[src/rtl/least_squares_line_fit_defines.svh]
// Assertion macros shared by the least-squares line fit RTL.
// No dependencies; include by bare file name.
`ifndef LEAST_SQUARES_LINE_FIT_DEFINES_SVH
`define LEAST_SQUARES_LINE_FIT_DEFINES_SVH

// Same-cycle implication, disabled in reset
`define LSF_ASSERT_IMP(label, clk, rst, ante, cons, msg) \
   label: assert property (@(posedge clk) disable iff (rst) (ante) |-> (cons)) \
      else $error(msg);

// Next-cycle implication, disabled in reset
`define LSF_ASSERT_NXT(label, clk, rst, ante, cons, msg) \
   label: assert property (@(posedge clk) disable iff (rst) (ante) |=> (cons)) \
      else $error(msg);

`endif

[src/rtl/lsf_pkg.sv]
// Shared types and constants of the least-squares line fit.
// No dependencies.
package lsf_pkg;

   localparam int DEF_MAX_POINTS = 32;

   // field widths
   localparam int X_W      = 12;
   localparam int Y_W      = 16;
   localparam int SLOPE_W  = 32;
   localparam int ICPT_W   = 48;
   localparam int STATUS_W = 2;
   localparam int FRAC_BITS = 16;

   // quotient bits produced by the divider per coefficient
   localparam int SLOPE_QW = SLOPE_W - 1;
   localparam int ICPT_QW  = ICPT_W - 1;
   localparam int DCNT_W   = 6;

   localparam logic [STATUS_W-1:0] STATUS_OK      = 2'd0;
   localparam logic [STATUS_W-1:0] STATUS_DEGEN   = 2'd1;
   localparam logic [STATUS_W-1:0] STATUS_DROPPED = 2'd2;

   // product terms, in schedule order; even terms open an accumulation
   typedef enum logic [2:0] {
      PROD_N_SXX,
      PROD_SX_SX,
      PROD_N_SXY,
      PROD_SX_SY,
      PROD_SXX_SY,
      PROD_SX_SXY
   } prod_sel_type;

   typedef enum logic {
      DIV_SLOPE,
      DIV_ICPT
   } div_sel_type;

   typedef struct packed {
      logic         accum;
      logic         clear_sums;
      logic         mul_load;
      logic         acc_clear;
      logic         mul_step;
      logic         mul_store;
      prod_sel_type prod_sel;
      logic         div_load;
      logic         div_step;
      logic         div_store;
      div_sel_type  div_sel;
      logic         out_load;
   } lsf_cmd_type;

   typedef struct packed {
      logic mul_done;
      logic out_free;
   } lsf_stat_type;

endpackage

[src/rtl/lsf_ctrl.sv]
// Sequencer of the least-squares line fit: collect, multiply, divide, emit.
// Depends on lsf_pkg.
module lsf_ctrl (
   input  logic                 clock,
   input  logic                 reset,
   input  logic                 req_tvalid,
   input  logic                 req_tlast,
   output logic                 req_tready,
   input  lsf_pkg::lsf_stat_type st,
   output lsf_pkg::lsf_cmd_type  cmd
);
   import lsf_pkg::*;

   typedef enum logic [2:0] {
      S_COLLECT,
      S_MUL_LOAD,
      S_MUL_RUN,
      S_DIV_LOAD,
      S_DIV_RUN,
      S_EMIT
   } state_type;

   state_type           state_ff;
   prod_sel_type        pidx_ff;
   div_sel_type         dsel_ff;
   logic [DCNT_W-1:0]   dcnt_ff;
   logic                beat;
   logic                even_term;

   assign req_tready = (state_ff == S_COLLECT);
   assign beat       = req_tvalid && req_tready;
   assign even_term  = (pidx_ff == PROD_N_SXX) || (pidx_ff == PROD_N_SXY) ||
                       (pidx_ff == PROD_SXX_SY);

   // state and counters
   always_ff @(posedge clock) begin
      if (reset) begin
         state_ff <= S_COLLECT;
         pidx_ff  <= PROD_N_SXX;
         dsel_ff  <= DIV_SLOPE;
         dcnt_ff  <= '0;
      end else begin
         unique case (state_ff)
            S_COLLECT: begin
               if (beat && req_tlast) begin
                  state_ff <= S_MUL_LOAD;
                  pidx_ff  <= PROD_N_SXX;
               end
            end
            S_MUL_LOAD: state_ff <= S_MUL_RUN;
            S_MUL_RUN: begin
               if (st.mul_done) begin
                  if (pidx_ff == PROD_SX_SXY) begin
                     state_ff <= S_DIV_LOAD;
                     dsel_ff  <= DIV_SLOPE;
                  end else begin
                     pidx_ff  <= prod_sel_type'(3'(pidx_ff) + 3'd1);
                     state_ff <= S_MUL_LOAD;
                  end
               end
            end
            S_DIV_LOAD: begin
               dcnt_ff  <= (dsel_ff == DIV_SLOPE) ? DCNT_W'(SLOPE_QW) : DCNT_W'(ICPT_QW);
               state_ff <= S_DIV_RUN;
            end
            S_DIV_RUN: begin
               if (dcnt_ff == '0) begin
                  if (dsel_ff == DIV_SLOPE) begin
                     dsel_ff  <= DIV_ICPT;
                     state_ff <= S_DIV_LOAD;
                  end else begin
                     state_ff <= S_EMIT;
                  end
               end else begin
                  dcnt_ff <= dcnt_ff - DCNT_W'(1);
               end
            end
            S_EMIT: begin
               if (st.out_free) state_ff <= S_COLLECT;
            end
            default: state_ff <= S_COLLECT;
         endcase
      end
   end

   // commands to the datapath
   always_comb begin
      cmd            = '0;
      cmd.prod_sel   = pidx_ff;
      cmd.div_sel    = dsel_ff;
      cmd.accum      = beat;
      cmd.mul_load   = (state_ff == S_MUL_LOAD);
      cmd.acc_clear  = (state_ff == S_MUL_LOAD) && even_term;
      cmd.mul_step   = (state_ff == S_MUL_RUN) && !st.mul_done;
      cmd.mul_store  = (state_ff == S_MUL_RUN) && st.mul_done && !even_term;
      cmd.div_load   = (state_ff == S_DIV_LOAD);
      cmd.div_step   = (state_ff == S_DIV_RUN) && (dcnt_ff != '0);
      cmd.div_store  = (state_ff == S_DIV_RUN) && (dcnt_ff == '0);
      cmd.out_load   = (state_ff == S_EMIT) && st.out_free;
      cmd.clear_sums = cmd.out_load;
   end

endmodule

[src/rtl/lsf_dp.sv]
// Datapath of the least-squares line fit: running sums, shift-add multiplier,
// restoring divider and result register. Depends on lsf_pkg and the defines.
`include "least_squares_line_fit_defines.svh"

module lsf_dp #(
   parameter int MAX_POINTS = lsf_pkg::DEF_MAX_POINTS
) (
   input  logic                                clock,
   input  logic                                reset,
   input  logic        [lsf_pkg::X_W-1:0]      req_x,
   input  logic signed [lsf_pkg::Y_W-1:0]      req_y,
   input  lsf_pkg::lsf_cmd_type                cmd,
   output lsf_pkg::lsf_stat_type               st,
   input  logic                                rsp_ready,
   output logic                                rsp_valid,
   output logic signed [lsf_pkg::SLOPE_W-1:0]  rsp_slope,
   output logic signed [lsf_pkg::ICPT_W-1:0]   rsp_icpt,
   output logic        [lsf_pkg::STATUS_W-1:0] rsp_status
);
   import lsf_pkg::*;

   localparam int CW   = $clog2(MAX_POINTS + 1);
   localparam int LG   = $clog2(MAX_POINTS);
   localparam int SXW  = X_W + LG;
   localparam int SYW  = Y_W + LG;
   localparam int SXXW = 2 * X_W + LG;
   localparam int SXYW = X_W + Y_W + LG;
   localparam int ACCW = SXXW + SXYW + 2;
   localparam int WIDEW = ACCW + 32;

   // running sums
   logic        [CW-1:0]   cnt_ff;
   logic        [SXW-1:0]  sx_ff;
   logic signed [SYW-1:0]  sy_ff;
   logic        [SXXW-1:0] sxx_ff;
   logic signed [SXYW-1:0] sxy_ff;
   logic                   ovf_ff;
   logic        [2*X_W-1:0]      xx;
   logic signed [X_W+Y_W:0]      xy;
   logic                         full;

   assign xx   = req_x * req_x;
   assign xy   = $signed({1'b0, req_x}) * req_y;
   assign full = (cnt_ff == CW'(MAX_POINTS));

   always_ff @(posedge clock) begin
      if (reset || cmd.clear_sums) begin
         cnt_ff <= '0;
         sx_ff  <= '0;
         sy_ff  <= '0;
         sxx_ff <= '0;
         sxy_ff <= '0;
         ovf_ff <= 1'b0;
      end else if (cmd.accum) begin
         if (full) begin
            ovf_ff <= 1'b1;
         end else begin
            cnt_ff <= cnt_ff + CW'(1);
            sx_ff  <= sx_ff + SXW'(req_x);
            sy_ff  <= sy_ff + SYW'(req_y);
            sxx_ff <= sxx_ff + SXXW'(xx);
            sxy_ff <= sxy_ff + SXYW'(xy);
         end
      end
   end

   // shift-add multiplier: unsigned a times signed b, added or subtracted
   logic        [SXXW-1:0] a_ff;
   logic signed [ACCW-1:0] b_ff;
   logic signed [ACCW-1:0] acc_ff;
   logic                   sub_ff;
   logic signed [ACCW-1:0] den_ff;
   logic signed [ACCW-1:0] snum_ff;
   logic signed [ACCW-1:0] inum_ff;

   assign st.mul_done = (a_ff == '0);

   always_ff @(posedge clock) begin
      if (cmd.mul_load) begin
         if (cmd.acc_clear) acc_ff <= '0;
         unique case (cmd.prod_sel)
            PROD_N_SXX: begin
               a_ff <= SXXW'(cnt_ff); b_ff <= ACCW'($signed({1'b0, sxx_ff})); sub_ff <= 1'b0;
            end
            PROD_SX_SX: begin
               a_ff <= SXXW'(sx_ff);  b_ff <= ACCW'($signed({1'b0, sx_ff}));  sub_ff <= 1'b1;
            end
            PROD_N_SXY: begin
               a_ff <= SXXW'(cnt_ff); b_ff <= ACCW'(sxy_ff); sub_ff <= 1'b0;
            end
            PROD_SX_SY: begin
               a_ff <= SXXW'(sx_ff);  b_ff <= ACCW'(sy_ff);  sub_ff <= 1'b1;
            end
            PROD_SXX_SY: begin
               a_ff <= sxx_ff;        b_ff <= ACCW'(sy_ff);  sub_ff <= 1'b0;
            end
            PROD_SX_SXY: begin
               a_ff <= SXXW'(sx_ff);  b_ff <= ACCW'(sxy_ff); sub_ff <= 1'b1;
            end
            default: begin
               a_ff <= '0; b_ff <= '0; sub_ff <= 1'b0;
            end
         endcase
      end else if (cmd.mul_step) begin
         if (a_ff[0]) acc_ff <= sub_ff ? acc_ff - b_ff : acc_ff + b_ff;
         a_ff <= a_ff >> 1;
         b_ff <= b_ff <<< 1;
      end
      // park the finished difference
      if (cmd.mul_store) begin
         unique case (cmd.prod_sel)
            PROD_SX_SX:  den_ff  <= acc_ff;
            PROD_SX_SY:  snum_ff <= acc_ff;
            PROD_SX_SXY: inum_ff <= acc_ff;
            default: ;
         endcase
      end
   end

   // restoring divider: floor(|num| * 2^16 / den), one quotient bit a beat
   logic        [ACCW-1:0]      den_u;
   logic signed [ACCW-1:0]      num;
   logic        [ACCW-1:0]      mag;
   logic        [WIDEW-1:0]     lim;
   logic        [ACCW-1:0]      rem_ff;
   logic        [ICPT_QW-1:0]   low_ff;
   logic        [ICPT_QW-1:0]   q_ff;
   logic                        neg_ff;
   logic                        sat_ff;
   logic        [ACCW:0]        trial;
   logic                        ge;
   logic signed [SLOPE_W-1:0]   slope_ff;
   logic signed [ICPT_W-1:0]    icpt_ff;

   assign den_u = den_ff;
   assign num   = (cmd.div_sel == DIV_SLOPE) ? snum_ff : inum_ff;
   assign mag   = num[ACCW-1] ? ACCW'(-num) : ACCW'(num);
   assign lim   = (cmd.div_sel == DIV_SLOPE) ? (WIDEW'(den_u) << (SLOPE_QW - FRAC_BITS))
                                             : (WIDEW'(den_u) << (ICPT_QW - FRAC_BITS));
   assign trial = {rem_ff, low_ff[ICPT_QW-1]};
   assign ge    = (trial >= {1'b0, den_u});

   always_ff @(posedge clock) begin
      if (cmd.div_load) begin
         neg_ff <= num[ACCW-1];
         sat_ff <= (WIDEW'(mag) >= lim);
         q_ff   <= '0;
         if (cmd.div_sel == DIV_SLOPE) begin
            rem_ff <= mag >> (SLOPE_QW - FRAC_BITS);
            low_ff <= {mag[SLOPE_QW-FRAC_BITS-1:0], {(ICPT_QW-SLOPE_QW+FRAC_BITS){1'b0}}};
         end else begin
            rem_ff <= mag >> (ICPT_QW - FRAC_BITS);
            low_ff <= {mag[ICPT_QW-FRAC_BITS-1:0], {FRAC_BITS{1'b0}}};
         end
      end else if (cmd.div_step) begin
         rem_ff <= ge ? ACCW'(trial - {1'b0, den_u}) : ACCW'(trial);
         low_ff <= low_ff << 1;
         q_ff   <= {q_ff[ICPT_QW-2:0], ge};
      end
      if (cmd.div_store) begin
         if (cmd.div_sel == DIV_SLOPE) begin
            if (sat_ff)
               slope_ff <= neg_ff ? {1'b1, {(SLOPE_W-1){1'b0}}} : {1'b0, {(SLOPE_W-1){1'b1}}};
            else
               slope_ff <= neg_ff ? -$signed(q_ff[SLOPE_W-1:0]) : $signed(q_ff[SLOPE_W-1:0]);
         end else begin
            if (sat_ff)
               icpt_ff <= neg_ff ? {1'b1, {(ICPT_W-1){1'b0}}} : {1'b0, {(ICPT_W-1){1'b1}}};
            else
               icpt_ff <= neg_ff ? -$signed({1'b0, q_ff}) : $signed({1'b0, q_ff});
         end
      end
   end

   // result register
   logic rsp_valid_ff;
   logic degen;

   assign degen       = (cnt_ff < CW'(2)) || (den_ff <= 0);
   assign st.out_free = !rsp_valid_ff || rsp_ready;
   assign rsp_valid   = rsp_valid_ff;

   always_ff @(posedge clock) begin
      if (reset) begin
         rsp_valid_ff <= 1'b0;
      end else if (cmd.out_load) begin
         rsp_valid_ff <= 1'b1;
      end else if (rsp_ready) begin
         rsp_valid_ff <= 1'b0;
      end
   end

   always_ff @(posedge clock) begin
      if (cmd.out_load) begin
         rsp_slope  <= degen ? '0 : slope_ff;
         rsp_icpt   <= degen ? '0 : icpt_ff;
         rsp_status <= degen ? STATUS_DEGEN : (ovf_ff ? STATUS_DROPPED : STATUS_OK);
      end
   end

   `LSF_ASSERT_IMP(a_cnt_cap, clock, reset, 1'b1, cnt_ff <= CW'(MAX_POINTS), "count above capacity")
   `LSF_ASSERT_NXT(a_ovf_set, clock, reset, cmd.accum && full, ovf_ff, "dropped point not flagged")
   `LSF_ASSERT_IMP(a_rem_bound, clock, reset, cmd.div_step && !sat_ff && (den_ff > 0), rem_ff < den_u, "divider remainder not below divisor")

endmodule

[src/rtl/least_squares_line_fit.sv]
// Top level of the least-squares line fit.
// Depends on lsf_pkg, lsf_ctrl and lsf_dp.

// Takes calibration points (12-bit code x, Q8.8 temperature y) one beat per
// cycle and, on the beat marked tlast, fits y = slope*x + intercept over the
// set: slope and intercept carry 16 fraction bits, truncated toward zero and
// saturated; status 1 marks a degenerate set (fewer than two points or all x
// equal, coefficients zero), status 2 a set beyond MAX_POINTS whose extra
// points were dropped. Points are taken at one per cycle. After the last
// point the input stalls while one shift-add multiplier forms six products
// (each stepping until its left factor, shifted right each step, is zero)
// and one restoring divider gives 31 slope and 47 intercept bits at one bit
// per cycle; it then stalls until the result is loaded, which may wait for
// the previous result to be taken.
module least_squares_line_fit #(
   parameter int MAX_POINTS = lsf_pkg::DEF_MAX_POINTS
) (
   input  logic        clock,
   input  logic        reset,
   input  logic        req_tvalid,
   output logic        req_tready,
   input  logic [31:0] req_tdata,   // [11:0] x_code, [27:12] y_temp, rest zero
   input  logic        req_tlast,   // is_last
   output logic        rsp_tvalid,
   input  logic        rsp_tready,
   output logic [79:0] rsp_tdata,   // [31:0] slope, [79:32] intercept
   output logic [1:0]  rsp_tuser    // [1:0] status
);
   import lsf_pkg::*;

   lsf_cmd_type  cmd;
   lsf_stat_type st;
   logic signed [SLOPE_W-1:0] slope;
   logic signed [ICPT_W-1:0]  icpt;

   lsf_ctrl u_ctrl (
      .clock      (clock),
      .reset      (reset),
      .req_tvalid (req_tvalid),
      .req_tlast  (req_tlast),
      .req_tready (req_tready),
      .st         (st),
      .cmd        (cmd)
   );

   lsf_dp #(
      .MAX_POINTS (MAX_POINTS)
   ) u_dp (
      .clock      (clock),
      .reset      (reset),
      .req_x      (req_tdata[X_W-1:0]),
      .req_y      ($signed(req_tdata[X_W+Y_W-1:X_W])),
      .cmd        (cmd),
      .st         (st),
      .rsp_ready  (rsp_tready),
      .rsp_valid  (rsp_tvalid),
      .rsp_slope  (slope),
      .rsp_icpt   (icpt),
      .rsp_status (rsp_tuser)
   );

   assign rsp_tdata = {icpt, slope};

endmodule

[config.mk]
export PLATFORM = sky130hd
export DESIGN_NAME = least_squares_line_fit
export DESIGN_NICKNAME = d
export VERILOG_FILES = /design/src/rtl/lsf_pkg.sv /design/src/rtl/lsf_ctrl.sv /design/src/rtl/lsf_dp.sv /design/src/rtl/least_squares_line_fit.sv
export VERILOG_INCLUDE_DIRS = /design/src /design/src/rtl
export SDC_FILE = /design/constraint.sdc
export NUM_CORES = 2
export LEC_CHECK = 0
export ABC_CLOCK_PERIOD_IN_PS = 23300
export BUFFER_PORTS_ARGS = -buffer_cell sky130_fd_sc_hd__buf_2
export CAP_MARGIN = 20
export CORE_MARGIN = 8
export CORE_UTILIZATION = 55
export DETAILED_ROUTE_END_ITERATION = 8
export GPL_TIMING_DRIVEN = 0
export PLACE_DENSITY = 0.71
export SLEW_MARGIN = 20
export SYNTH_ARGS = -nofsm -noshare
export SYNTH_HDL_FRONTEND = slang
export SYNTH_SLANG_ARGS = --single-unit
export TNS_END_PERCENT = 50
[constraint.sdc]
create_clock -name clock -period 23.3 [get_ports clock]
set_clock_uncertainty 0.2 [all_clocks]
set_input_delay 4.66 -clock clock [delete_from_list [all_inputs] [get_ports clock]]
set_output_delay 4.66 -clock clock [all_outputs]
set_load 0.02 [all_outputs]
==> results.md <==
* Core box area at 103,000 um2
* Setup slack at placement at 10.30 ns
* Slew margin rel. at 20.6%
* Vias in the first global route at 45,200
* LEAKAGE at 0.0265 uW
* Clk buf depth at 3
* First-pass GRT wire length at 267 mm
* Syn_area_per_cell at 9.66 um2
* DIE HEIGHT at 339 um
* EDFF count, synth at 609
* Largest net degree at the start of global routing at 59
* Drt wl/cell at 23.0 um
* Crit path DAT at 12.78 ns
* Commonest non-fill, non-tap cell in the layout: inv_1
* Worst skew pair latency at 0.70 ns
* Uppermost routed layer: met4
* Vias per cell at 6.05
* Sequential-to-total area share from yosys stat at 37.7%
* Synth cell types at 89
* CP max FO at 10
* Final GP Congestion at 0.999
* Max-cap viol count at 0
* Layout Cells excl Fill at 7,620
* Status: finished clean
* Psw at 4450 uW
* Post-CTS setup buffer count at 0
* Area grow syn2layout at 10.0%
* PD cells at 154 nW/um2
* Worst-margin pin slew at 1.19 ns
* Inserted Clock Buffers at 85
* Die extent in x at 339 um
* Element type at the critical path start: primary input
* Fillers at 8,849
* Remaining Overflow, GRT at 0
* Async SR Flop Fraction at 0%
* Max Clock Freq at 80.8 MHz
* Post-CTS resize count at 0
* Final wirelength at 175 mm
* Antenna viol nets, final at 0
* DRC viols at 0
* Cell taking the most area after synthesis: edfxtp_1
* RSZ-0062 raised after global routing: false
* Area of the multi-input gates at 32,200 um2
* Via count at 46,100
* Ratio of cells with drive above 1 in the final layout at 5.84%
* Gr usage total at 29.5%
* Final Hold Violating Endpoints at 0
* Die footprint at 115,000 um2
* Placed Cells incl. Taps at 7,460
* H-tree Lvls at 3
* Comb pwr share at 61.0%
* Port bufs at 116
* Met1 wire length at 71.0 mm
* Crit path capture type: flop
* Row count at 118
* Initial drt markers at 4,904
* CP required at 23.70 ns
* Top delay family on crit path: adder cells
* CTS sink cnt at 777
* Most frequent cells in the layout: 642 x inv_1, 615 x nand2_1, 609 x edfxtp_1
* Syn Nets at 6,653
* Setup violators final at 0
* # nets final at 6,882
* Min cycle time layout at 12.37 ns
* Area contributors post-synth: edfxtp_1 32%, fa_1 11%, ha_1 7.9%
* Clock Power Share at 14.7%
* Hold WC Path Type: reg2reg
* Setup_tns at 0 ns
* Post-Syn Area at 57,400 um2
* Routed wl met2 at 81.4 mm
* Setup WS post-layout at 10.93 ns
* CTS root buf: clkbuf_16
* Main synth FF type: edfxtp_1
* 1st-pass router iterations at 9
* Cts hold-fix bufs at 0
* Fin. max-slew vios at 0
* Wire length on met3 at 13.0 mm
* CTS tree: done
* YS warnings at 0
* Slowest CP cell: clkbuf_1
* I/O Pins at 121
* Switching Fraction at 45.8%
* Pint at 5260 uW
* Register area at 21,700 um2
* Crit-path most repeated cell: fa_1
* Share of the synthesized area in the top cell type at 31.9%
* Initial Util at 55.4%
* Antenna violations before repair at 6
* WP buf/inv at 6
* DP HPWL at 139 mm
* Max incr delay on CP at 0.72 ns
* VDD IR-drop max at 151 uV
* Kind of critical path: in2reg
* Cells after synthesis at 5,938
* #FFs+latches synth at 777
* Clock Pin Slew Worst Setup and Hold Paths at 0.06 ns
* Sequential power share at 24.3%
* Final period util at 53.1%
* Final core utilization at 61.0%
area by class of cell:
class                      instances  share of cell area (%)
buffer                           281                    1.79
sequential                       777                    34.3
clock buffer                     109                    3.59
multi-input combinational       4236                    51.1
clock inverter                    47                    1.11
tap                             1380                    2.74
timing repair buffer             142                    1.54
inverter                         644                    3.83
antenna                            4                  0.0159
per-layer routing:
metal | track usage (%) | vias to the layer above
met4 | 14.6 | 0
met1 | 38.2 | 22400
li1 | - | 21100
met5 | 0 | -
met3 | 4.25 | 471
met2 | 48.4 | 2040
worst reg2reg max path, stage by stage (launching register included):
cell and delay (ns):
dfxtp_1 0.48, buf_2 0.31, buf_4 0.26, buf_2 0.36
buf_4 0.32, buf_4 0.23, buf_2 0.36, buf_2 0.40
buf_2 0.41, buf_2 0.40, buf_1 0.73, clkbuf_1 0.44
clkbuf_1 0.93, mux2i_1 0.20, ha_1 0.35, nand3_1 0.09
nor3_1 0.22, nand2_1 0.14, or3_1 0.38, or4_1 0.49
or3_1 0.35, nor4bb_1 0.48, nor3_1 0.20, o31a_1 0.35
o21ai_0 0.22, nand2_1 0.08, a221oi_1 0.41
synthesized netlist by cell type (33+ instances only):
| cell | instances |
|---|---|
| ha_1 | 360 |
| o31ai_1 | 33 |
| a221oi_1 | 33 |
| edfxtp_1 | 609 |
| nand2b_1 | 47 |
| mux2i_1 | 142 |
| a21o_1 | 150 |
| o22ai_1 | 34 |
| nand3_1 | 90 |
| clkbuf_1 | 237 |
| nor4_1 | 42 |
| a211oi_1 | 58 |
| nor2_1 | 372 |
| fa_1 | 318 |
| or3_1 | 43 |
| nand2_1 | 617 |
| xnor2_1 | 231 |
| xor2_1 | 115 |
| nor3_1 | 119 |
| and2_1 | 231 |
| a21oi_1 | 406 |
| a22o_1 | 40 |
| nand4_1 | 59 |
| o21ai_0 | 258 |
| nor2b_1 | 37 |
| a31oi_1 | 44 |
| inv_1 | 642 |
| dfxtp_1 | 168 |
final timing paths:
path | start | to | slack (ns) | cells after the start
worst max-delay path | req_tdata[6] | u_dp.sxy_ff[32] | 10.93 | 25
worst min-delay path | u_dp.q_ff[45] | u_dp.q_ff[46] | 0.27 | 2
worst max register to register | u_ctrl.dsel_ff | u_dp.sat_ff | 13.27 | 26
worst min register to register | u_dp.q_ff[45] | u_dp.q_ff[46] | 0.27 | 2
registers in the layout, summed over array words and instances (netlist names), 2 cells and up:
register,count
u_dp.rsp_icpt,48
u_dp.sxx_ff,29
u_dp.inum_ff,64
u_dp.q_ff,47
u_ctrl.dcnt_ff,6
u_ctrl.pidx_ff,3
u_dp.rsp_status,2
u_dp.icpt_ff,48
u_dp.sxy_ff,33
u_dp.acc_ff,64
u_dp.b_ff,64
u_dp.slope_ff,32
u_dp.sx_ff,17
u_dp.snum_ff,64
u_dp.a_ff,29
u_dp.rsp_slope,32
u_dp.den_ff,64
u_ctrl.state_ff,3
u_dp.sy_ff,21
u_dp.rem_ff,64
u_dp.cnt_ff,6
u_dp.low_ff,31
metrics by stage:
stage	hold slack, ns	area (um2)	power [uW]
final	0.273	63100	9700
after global routing	0.300	63100	10500
after CTS	0.278	63100	9670
after detailed placement	0.272	60100	8200
after global placement	0.265	59700	8090
after floorplan	0.232	57400	6720
logic make-up (layout without fill, tap and decap cells):
kind of cell	Yosys count	count (layout)	synth area share, %
adder cells (fa/ha/maj)	678	678	19.0
AND/OR/NAND/NOR	1773	1773	14.8
AO/OA/AOI/OAI	1287	1287	14.3
flip-flops	777	777	37.7
buffers and inverters	925	1223	6.18
XOR/XNOR	346	346	5.28
other	0	4	0
multiplexers	152	152	2.67
power by group through the flow:
| stage | clock network, uW | registers, uW | logic (uW) |
|---|---|---|---|
| after floorplan | 0 | 2270 | 4450 |
| after global placement | 0 | 2410 | 5680 |
| after detailed placement | 0 | 2380 | 5830 |
| after CTS | 1440 | 2350 | 5880 |
| after global routing | 1490 | 2390 | 6610 |
| final | 1420 | 2360 | 5920 |
Power figures use the tool's default switching activity.
